**src/rtl/core/sem_pkg.sv**
```systemverilog
// Shared types and constants for the Sobel edge magnitude block.
package sem_pkg;

    localparam int MAX_WIDTH_DEF = 1024;
    localparam int CFG_W_BITS    = 11;
    localparam int CFG_H_BITS    = 12;
    localparam int IN_ROW_BITS   = 13;
    localparam int OUT_ROW_BITS  = 12;
    localparam int QUEUE_DEPTH   = 4;
    localparam int PADDR_BITS    = 3;

    localparam logic [CFG_W_BITS-1:0] WIDTH_RESET  = 11'd640;
    localparam logic [CFG_H_BITS-1:0] HEIGHT_RESET = 12'd480;

    typedef enum logic {
        OP_PIXEL = 1'b0,
        OP_FLUSH = 1'b1
    } opcode_t;

    typedef enum logic {
        REG_WIDTH  = 1'b0,
        REG_HEIGHT = 1'b1
    } reg_index_t;

    typedef enum logic {
        F_IDLE = 1'b0,
        F_READ = 1'b1
    } front_state_t;

    typedef struct packed {
        logic [2:0][2:0][7:0] win;
        logic                 top_ok;
        logic                 bot_ok;
        logic                 left_ok;
        logic                 right_ok;
        logic                 last;
    } job_t;

endpackage

```
**src/rtl/core/sem_queue.sv**
```systemverilog
// Short job queue between the front end and the arithmetic back end.
module sem_queue (
    input  logic          aclk,
    input  logic          aresetn,
    input  logic          push,
    input  sem_pkg::job_t push_job,
    output logic          full,
    input  logic          pop,
    output sem_pkg::job_t pop_job,
    output logic          empty
);
    localparam int DEPTH = sem_pkg::QUEUE_DEPTH;
    localparam int PW    = $clog2(DEPTH);

    sem_pkg::job_t entry_reg [DEPTH];
    logic [PW-1:0] wptr_reg, rptr_reg;
    logic [PW:0]   count_reg;

    assign full    = count_reg == (PW+1)'(DEPTH);
    assign empty   = count_reg == '0;
    assign pop_job = entry_reg[rptr_reg];

    always_ff @(posedge aclk) begin
        if (!aresetn) begin
            wptr_reg  <= '0;
            rptr_reg  <= '0;
            count_reg <= '0;
        end else begin
            if (push) begin
                wptr_reg <= wptr_reg + PW'(1);
            end
            if (pop) begin
                rptr_reg <= rptr_reg + PW'(1);
            end
            count_reg <= count_reg + (PW+1)'(push) - (PW+1)'(pop);
        end
    end

    always_ff @(posedge aclk) begin
        if (push) begin
            entry_reg[wptr_reg] <= push_job;
        end
    end

    a_no_overflow: assert property (@(posedge aclk) disable iff (!aresetn)
        !(push && full && !pop)) else $error("queue overflow");
    a_no_underflow: assert property (@(posedge aclk) disable iff (!aresetn)
        pop |-> !empty) else $error("queue underflow");
    a_count_bound: assert property (@(posedge aclk) disable iff (!aresetn)
        count_reg <= (PW+1)'(DEPTH)) else $error("queue count out of range");
endmodule

```
**config.mk**
```make
export PLATFORM = sky130hd
export DESIGN_NAME = sem_queue
export DESIGN_NICKNAME = d
export VERILOG_FILES = /design/src/rtl/core/sem_pkg.sv /design/src/rtl/core/sem_queue.sv
export SDC_FILE = /design/constraint.sdc
export NUM_CORES = 1
export LEC_CHECK = 0
export BUFFER_PORTS_ARGS = -buffer_cell sky130_fd_sc_hd__buf_4
export CAP_MARGIN = 40
export CORE_AREA = 2 2 173 158
export CTS_BUF_LIST = sky130_fd_sc_hd__clkbuf_16
export DETAILED_ROUTE_END_ITERATION = 10
export DIE_AREA = 0 0 175 160
export PLACE_DENSITY = 0.67
export SLEW_MARGIN = 20
export SYNTH_ARGS = -nofsm -noshare
export SYNTH_HDL_FRONTEND = slang
export SYNTH_SLANG_ARGS = --single-unit
```
**constraint.sdc**
```tcl
create_clock -name aclk -period 3 [get_ports aclk]
set_clock_uncertainty 0.05 [all_clocks]
set_input_delay 0.6 -clock aclk [delete_from_list [all_inputs] [get_ports aclk]]
set_output_delay 0.6 -clock aclk [all_outputs]
set_load 0.01 [all_outputs]
```
==> impl_metrics.env <==
export IMPL_status="finished, final reports clean"
export IMPL_synth_top_cell_by_area="edfxtp_1"
export IMPL_detail_route_antenna_nets=0
export IMPL_gp_congestion=0.693
export IMPL_post_cts_setup_buffers=0
export IMPL_drc_errors=0
export IMPL_final_cell_mix="edfxtp_1, buf_4, mux4_2, clkbuf_16, inv_1"
export IMPL_max_cap_viol_count=0
export IMPL_critPathLaunchType="register"
export IMPL_grt_usage_pct=15.4
export IMPL_vias=5247
export IMPL_synthCells=446
export IMPL_ys_warn_count=0
export IMPL_seqPwrFrac_pct=50.7
export IMPL_vdd_ir_drop_max_uv=464
export IMPL_min_path_type="in -> reg"
export IMPL_clk_pin_slew_ns=0.06
export IMPL_rsz0062_at_grt="no"
export IMPL_synth_top_area_share_pct=79.8
export IMPL_final_common_cell="edfxtp_1"
export IMPL_die_w_um=175
export IMPL_max_freq_mhz=355
export IMPL_finalHoldViolCount=0
export IMPL_clockBufferDepth=3
export IMPL_dp_slack_ns=0.656
export IMPL_tightest_slew_ns=0.469
export IMPL_yosysSeqAreaShare_pct=81.4
export IMPL_place_hpwl_um=12700
export IMPL_sw_frac_of_total_pct=21.0
export IMPL_port_buffers=159
export IMPL_cts_made_buffers=34
export IMPL_crit_arrival_ns=2.17
export IMPL_num_rows=57
export IMPL_criticalPathCategory="reg -> out"
export IMPL_n_antenna_cell=0
export IMPL_numClockSinks=317
export IMPL_wl_per_cell_um=20.6
export IMPL_ys_top_cells_by_area="edfxtp_1, mux4_2, dfxtp_1"
export IMPL_coreArea_um2=26500
export IMPL_p_switching_uw=2140
export IMPL_min_period_ns=2.82
export IMPL_max_slew_margin_rel_pct=68.7
export IMPL_layout_area_overhead_vs_synth_pct=23.7
export IMPL_report_final_setup_viol=0
export IMPL_drt_total_wl_um=20900
export IMPL_cts_root_buf="clkbuf_16"
export IMPL_largest_reg_flops=308
export IMPL_fin_crit_sh_pct=94.0
export IMPL_fin_setup_tns_ns=0
export IMPL_grt_pass1_vias=5852
export IMPL_die_h_um=160
export IMPL_first_pass_iters=4
export IMPL_io_pins=160
export IMPL_layout_setup_ws_ns=0.181
export IMPL_cts_tree="done"
export IMPL_power_density_nw_per_um2=710
export IMPL_cts_htree_levels=2
export IMPL_cts_resized=0
export IMPL_gr_total_overflow=0
export IMPL_pwr_share_clk_pct=39.0
export IMPL_antenna_found_initial=0
export IMPL_leakage_uw=0.00487
export IMPL_report_final_slew_viol_count=0
export IMPL_intPower_uw=8040
export IMPL_critPathMaxFanout=32
export IMPL_critPathCaptureType="output pin"
export IMPL_grt_max_degree=53
export IMPL_synth_distinct_cells=21
export IMPL_via_per_inst=5.18
export IMPL_synth_fp_nets=534
export IMPL_die_area_um2=28000
export IMPL_combPwrFrac_pct=10.3
export IMPL_cp_required_ns=2.35
export IMPL_grt_first_pass_wirelength_um=32900
export IMPL_avgSynthCellArea_um2=26.0
export IMPL_worstSkewPairLatency_ns=0.50
export IMPL_syn_area_um2=11600
export IMPL_hold_buffers=0
export IMPL_fin_nets=722
export IMPL_drive_gt1_share_pct=46.0
export IMPL_start_util_pct=43.8
export IMPL_drt_iter0_drc=350
export IMPL_ys_seq_elements=317
[cells by family (layout without fill, tap and decap cells)]
group                    after synthesis  after routing  share of synthesized area (%)
AO/OA/AOI/OAI                          2              2                          0.130
XOR/XNOR                               3              3                          0.356
adder cells (fa/ha/maj)                7              7                          0.821
buffers and inverters                 25            237                           1.62
flip-flops                           317            317                           81.4
multiplexers                          78             78                           15.1
AND/OR/NAND/NOR                       14             14                          0.648
[power groups by stage]
stage	sequential [uW]	combinational, uW	clock [uW]
3_5_place_dp	5260	1070	0
5_1_grt	5180	1130	4260
4_1_cts	5170	1080	4080
6_report	5160	1050	3970
2_1_floorplan	5230	586	0
3_3_place_gp	5240	1050	0
[worst max-delay path, cell delays in order (launching register included)]
cell,delay (ns)
dfxtp_4,0.56
buf_12,0.30
mux4_2,0.59
buf_4,0.17
[routing by layer]
metal / global-route usage [%] / vias to the layer above / routed length [um] / part of all wire (%)
li1: - / 2288 / - / -
met1: 20.9 / 2753 / 8970 / 43
met2: 25.3 / 166 / 10200 / 49
met3: 3.19 / 40 / 1210 / 5.8
met4: 5.00 / 0 / 468 / 2.2
met5: 0 / - / 0 / 0
[cell type report]
type	instances	area, um2
sequential	317	9440
inverter	7	26.3
timing repair buffer	170	1360
tap	354	443
multi-input combinational	104	1980
clock inverter	23	160
fill	2005	12100
clock buffer	37	926
[path summary, 6_finish.rpt]
path / from / to / slack [ns] / cells after the start
worst max-delay path: register / pop_job[62] / 0.18 / 3
worst min-delay path: push_job[33] / entry_reg[3][33] / 0.25 / 1
worst max register to register: wptr_reg[0] / entry_reg[2][65] / 1.14 / 4
worst min register to register: rptr_reg[1] / register / 0.48 / 2
[stage by stage]
step | area [um2] | util [%] | instances | hold slack, ns | power, uW
floorplan | 11600 | - | 446 | 0.449 | 5820
global placement | 13300 | 50.1 | 952 | 0.449 | 6290
detailed placement | 13300 | 50.1 | 952 | 0.483 | 6330
CTS | 14300 | 54.2 | 1012 | 0.219 | 10300
global route | 14300 | 54.2 | 1012 | 0.226 | 10600
finish | 14300 | 54.2 | 1012 | 0.246 | 10200
[cell usage after synthesis]
cell and instances:
nand3b_1 1, and3_1 1, nor3_1 1, inv_1 7, a21oi_1 1, ha_1 6
buf_4 4, fa_1 1, and2_1 6, buf_12 4, nor2_1 5, clkbuf_1 4
xor3_1 1, xnor2_1 2, buf_6 1, edfxtp_1 308, mux4_2 77, a21bo_2 1
mux2i_1 1, dfxtp_1 9, buf_2 5
(Power assumes the default switching activity.)
