--- src/rtl/core/sem_pkg.sv ---
// Shared types and constants for the Sobel edge magnitude block.
package sem_pkg;

    localparam int MAX_WIDTH_DEF = 1024;
    localparam int CFG_W_BITS    = 11;
    localparam int CFG_H_BITS    = 12;
    localparam int IN_ROW_BITS   = 13;
    localparam int OUT_ROW_BITS  = 12;
    localparam int QUEUE_DEPTH   = 4;
    localparam int PADDR_BITS    = 3;

    localparam logic [CFG_W_BITS-1:0] WIDTH_RESET  = 11'd640;
    localparam logic [CFG_H_BITS-1:0] HEIGHT_RESET = 12'd480;

    typedef enum logic {
        OP_PIXEL = 1'b0,
        OP_FLUSH = 1'b1
    } opcode_t;

    typedef enum logic {
        REG_WIDTH  = 1'b0,
        REG_HEIGHT = 1'b1
    } reg_index_t;

    typedef enum logic {
        F_IDLE = 1'b0,
        F_READ = 1'b1
    } front_state_t;

    typedef struct packed {
        logic [2:0][2:0][7:0] win;
        logic                 top_ok;
        logic                 bot_ok;
        logic                 left_ok;
        logic                 right_ok;
        logic                 last;
    } job_t;

endpackage

--- src/rtl/core/sem_back.sv ---
// Back end: weighted sums, border normalization, magnitude and output register.
module sem_back (
    input  logic          aclk,
    input  logic          aresetn,
    input  logic          q_empty,
    input  sem_pkg::job_t q_job,
    output logic          q_pop,
    output logic          m_tvalid,
    input  logic          m_tready,
    output logic [7:0]    m_tdata,
    output logic          m_tlast
);
    logic               s1_valid_reg;
    logic signed [11:0] sa_reg, sb_reg;
    logic [2:0]         da_reg, db_reg;
    logic               s1_last_reg;
    logic               out_free, s1_free, s1_move;

    logic signed [11:0] sa, sb;
    logic [2:0]         da, db, csum, rsum;
    logic signed [9:0]  cd [3];
    logic signed [9:0]  rd [3];
    logic [2:0]         cmask, rmask;

    logic [9:0]  mag_a, mag_b, q_a, q_b;
    logic [20:0] prod_a, prod_b;
    logic [10:0] qsum;
    logic [9:0]  half;

    assign out_free = !m_tvalid || m_tready;
    assign s1_move  = s1_valid_reg && out_free;
    assign s1_free  = !s1_valid_reg || out_free;
    assign q_pop    = !q_empty && s1_free;

    always_comb begin
        cmask = {q_job.right_ok, 1'b1, q_job.left_ok};
        rmask = {q_job.bot_ok, 1'b1, q_job.top_ok};
        sa = '0;
        sb = '0;
        for (int k = 0; k < 3; k++) begin
            cd[k] = (q_job.bot_ok ? 10'(q_job.win[2][k]) : 10'sd0)
                  - (q_job.top_ok ? 10'(q_job.win[0][k]) : 10'sd0);
            rd[k] = (q_job.right_ok ? 10'(q_job.win[k][2]) : 10'sd0)
                  - (q_job.left_ok ? 10'(q_job.win[k][0]) : 10'sd0);
            if (cmask[k]) begin
                sa = sa + ((k == 1) ? (12'(cd[k]) <<< 1) : 12'(cd[k]));
            end
            if (rmask[k]) begin
                sb = sb + ((k == 1) ? (12'(rd[k]) <<< 1) : 12'(rd[k]));
            end
        end
        csum = 3'd2 + 3'(q_job.left_ok) + 3'(q_job.right_ok);
        rsum = 3'd2 + 3'(q_job.top_ok) + 3'(q_job.bot_ok);
        da   = (q_job.bot_ok ^ q_job.top_ok) ? csum : 3'd0;
        db   = (q_job.right_ok ^ q_job.left_ok) ? rsum : 3'd0;
    end

    always_comb begin
        mag_a  = 10'((sa_reg < 0) ? -sa_reg : sa_reg);
        mag_b  = 10'((sb_reg < 0) ? -sb_reg : sb_reg);
        prod_a = 21'(mag_a) * 21'd683;
        prod_b = 21'(mag_b) * 21'd683;
        case (da_reg)
            3'd2:    q_a = mag_a >> 1;
            3'd3:    q_a = prod_a[20:11];
            3'd4:    q_a = mag_a >> 2;
            default: q_a = mag_a;
        endcase
        case (db_reg)
            3'd2:    q_b = mag_b >> 1;
            3'd3:    q_b = prod_b[20:11];
            3'd4:    q_b = mag_b >> 2;
            default: q_b = mag_b;
        endcase
        qsum = 11'(q_a) + 11'(q_b);
        half = qsum[10:1];
    end

    always_ff @(posedge aclk) begin
        if (!aresetn) begin
            s1_valid_reg <= 1'b0;
            m_tvalid     <= 1'b0;
        end else begin
            if (s1_free) begin
                s1_valid_reg <= q_pop;
            end
            if (out_free) begin
                m_tvalid <= s1_valid_reg;
            end
        end
    end

    always_ff @(posedge aclk) begin
        if (q_pop) begin
            sa_reg      <= sa;
            sb_reg      <= sb;
            da_reg      <= da;
            db_reg      <= db;
            s1_last_reg <= q_job.last;
        end
        if (s1_move) begin
            m_tdata <= (half > 10'd255) ? 8'd255 : half[7:0];
            m_tlast <= s1_last_reg;
        end
    end

    a_stage_held: assert property (@(posedge aclk) disable iff (!aresetn)
        (s1_valid_reg && m_tvalid && !m_tready) |=> s1_valid_reg && $stable(sa_reg))
        else $error("stage one lost while output stalled");
    a_pop_needs_room: assert property (@(posedge aclk) disable iff (!aresetn)
        q_pop |-> (!s1_valid_reg || !m_tvalid || m_tready))
        else $error("job popped without room");
    a_out_follows_stage: assert property (@(posedge aclk) disable iff (!aresetn)
        $rose(m_tvalid) |-> $past(s1_valid_reg))
        else $error("result without a job");
endmodule

--- config.mk ---
export PLATFORM = sky130hd
export DESIGN_NAME = sem_back
export DESIGN_NICKNAME = d
export VERILOG_FILES = /design/src/rtl/core/sem_pkg.sv /design/src/rtl/core/sem_back.sv
export SDC_FILE = /design/constraint.sdc
export NUM_CORES = 1
export LEC_CHECK = 0
export BUFFER_PORTS_ARGS = -buffer_cell sky130_fd_sc_hd__buf_4
export CAP_MARGIN = 10
export CORE_MARGIN = 2
export CORE_UTILIZATION = 40
export CTS_CLUSTER_SIZE = 40
export DETAILED_ROUTE_END_ITERATION = 12
export PLACE_DENSITY = 0.58
export SETUP_SLACK_MARGIN = 0.4
export SYNTH_ARGS = -nofsm -noshare
export SYNTH_HDL_FRONTEND = slang
export SYNTH_SLANG_ARGS = --single-unit
--- constraint.sdc ---
create_clock -name aclk -period 11.3 [get_ports aclk]
set_input_delay 0 -clock aclk [delete_from_list [all_inputs] [get_ports aclk]]
set_output_delay 0 -clock aclk [all_outputs]
set_load 0.03 [all_outputs]
==> impl_metrics.csv <==
group,metric,value,unit
timing,setup_ws,2.43,ns
timing,finClkSkew,0.00304,ns
synth,synth_edf_count,38,
floorplan,die_h,162,um
drt,dr.pass1.iters,4,
cts,cts_setup_buffers,0,
cts,clockRootBuffer,"clkbuf_16",
global_route,grt_pass1_wl,35.9,mm
drt,ant_nets,0,
setup_path,reg2reg_from,"sb_reg[2]$_DFFE_PP_",
global_route,overflow,0,
timing,post-route-period-util,78.5,%
synth,synth_top_area_cell,"ha_1",
timing,finalHoldViolCount,0,
cts,clk_latency,0.29,ns
synth,yosys_warnings,0,
setup_path,worstPathRequired,11.32,ns
drt,drt-total-wl,20.8,mm
timing,setup_violations,0,
synth,synth_flop_cell,"edfxtp_1",
floorplan,coreArea,0.0245,mm^2
floorplan,initial_utilization,40.9,%
placement,io_buffer_count,83,
setup_path,critPathMostFrequentCell,"inv_1",
setup_path,r2r_cells,34,
setup_path,cp-end-kind,"flip-flop",
cts,cts_resized,0,
timing,slew_headroom,35.7,%
final_layout,layout_commonest_cell,"ha_1",
timing,hold_ws,0.0696,ns
setup_path,worst_path_largest_cell_delay,0.52,ns
final_layout,area_growth,11.4,%
setup_path,worstPathMaxFanout,8,
timing,layout_min_cycle_time,8.87,ns
global_route,grt_max_degree,38,
cts,cts_buffer_depth,2,
outcome,status,"finished clean",
synth,async_reset_ff_share,0,%
global_route,antenna_found_initial,1,
placement,dpl.hpwl,18.4,mm
synth,syn_area_per_cell,8.65,um^2
synth,synth.yosys.seq_area_share,11.8,%
cts,htreeDepth,2,
drt,routedWlPerCell,13.4,um
floorplan,rows,57,
setup_path,setup.worst_path.class,"reg2reg",
placement,gp_congestion,0.851,
floorplan,die_x,162,um
synth,syn_area,0.0100,mm^2
timing,finalSetupTns,0,ns
hold_path,hold_path_class,"in2reg",
global_route,grt_usage,16.6,%
timing,rsz0062_at_grt,"no",
drt,drt_iter0_drc,281,
setup_path,critPathSlowestCell,"fa_1",
global_route,grt_pass1_vias,7757,
synth,ys_ff_latch,40,
timing,slew_violations,0,
floorplan,io_pins,92,
placement,dp.cells,1544,
setup_path,crit_arrival,8.89,ns
run,cap_violations,0,
cts,cts_buffers,5,
timing,fmax,113,MHz
final_layout,final_cell_mix,"ha_1, inv_1, nand2_1",
drt,drc,0,
cts,cts_sinks,40,
setup_path,cp-startpoint,"sb_reg[2]$_DFFE_PP_",
cts,cts_hold_buf,3,
final_layout,drive_above_1_share,10.2,%
cts,clkTransAtPathRegs,0.06,ns
synth,synth_cells,1157,
floorplan,die_area,0.0263,mm^2
synth,synth.area.top_cells,"ha_1, edfxtp_1, fa_1",
final_layout,nets,1583,
hold_path,hold_path_depth,4,
final_layout,final_cells,1556,
setup_path,cp-start-kind,"flip-flop",
synth,syn_nets,1510,
placement,post-place-ws,2.37,ns
synth,synth_top_area_share,27.5,%
timing,tightest_slew,0.962,ns
synth,ys_types,68,
drt,vias,7854,
drt,vias_per_cell,5.05,
hold_path,min_from,"m_tready",
cts,cts_tree,"yes",
final_layout,fillerInstances,2425,
-- layer usage --
metal	routed length [um]	share of wire (%)	GRT usage (%)
met1	10300	49	22.7
met2	9540	46	28.7
met3	837	4.0	2.09
met4	153	0.74	2.13
met5	0	0	0
-- final timing paths --
path | to | slack [ns]
worst min-delay path | s1_valid_reg$_SDFFE_PN0N_ | 0.07
worst max-delay path | m_tdata[1]$_SDFFCE_PN1P_ | 2.43
worst min register to register | m_tlast$_DFFE_PP_ | 0.42
worst max register to register | m_tdata[1]$_SDFFCE_PN1P_ | 2.43
-- stage by stage --
stage	util (%)	cell area, um^2
2_1_floorplan	-	10000
3_3_place_gp	44.9	11000
3_5_place_dp	44.9	11000
4_1_cts	45.6	11100
5_1_grt	45.6	11100
6_report	45.6	11200
-- cells in the mapped netlist (all sizes together) (3+ instances only) --
| cell | instances |
|---|---|
| a21o | 40 |
| ha | 220 |
| o221ai | 3 |
| xnor2 | 58 |
| a211oi | 8 |
| and2 | 64 |
| a22oi | 3 |
| o31ai | 11 |
| mux2i | 4 |
| edfxtp | 38 |
| o22ai | 4 |
| or2 | 4 |
| or3 | 7 |
| mux2 | 18 |
| nand2 | 97 |
| inv | 153 |
| nand2b | 19 |
| o211ai | 10 |
| clkbuf | 19 |
| o21bai | 26 |
| o21ai | 51 |
| nor2 | 24 |
| and3 | 4 |
| o41ai | 3 |
| nor2b | 20 |
| xor2 | 49 |
| buf | 6 |
| a21oi | 75 |
| o21a | 8 |
| fa | 52 |
| nor3 | 10 |
| nor3b | 6 |
| nand3 | 9 |
| a21boi | 3 |
-- cells by family (layout without fill, tap and decap cells) --
logic type / after synthesis / in the layout / synth area share [%]
AOI/OAI and AO/OA: 263 / 263 / 17.4
and+or+nand+nor: 273 / 273 / 14.1
xor gates and xnor gates: 107 / 107 / 9.36
DFF: 40 / 40 / 11.8
other: 0 / 1 / 0
muxes: 22 / 22 / 2.50
adders and majority gates: 272 / 272 / 37.9
buffers and inverters: 180 / 254 / 6.97
-- final cells by class --
cell class                 instances  area, um^2  share of cell area [%]
antenna                            1        2.50                  0.0224
clock buffer                       6         129                    1.16
clock inverter                     2        16.3                   0.146
inverter                         155         582                    5.22
multi-input combinational        937        8150                    73.0
sequential                        40        1180                    10.6
tap                              324         405                    3.64
timing repair buffer              91         691                    6.19
-- worst max-delay path: cells and delay by family, from the launching register on --
family | cells | cell delay (ns)
AO/OA/AOI/OAI | 14 | 2.91
XOR/XNOR | 2 | 0.70
adder cells (fa/ha/maj) | 6 | 2.54
buffers and inverters | 6 | 0.67
flip-flops | 1 | 0.43
AND/OR/NAND/NOR | 6 | 1.31
Power is left out: the tool's default activity adds up to more than one toggle a clock period on the data nets, which glitch-free logic cannot reach.
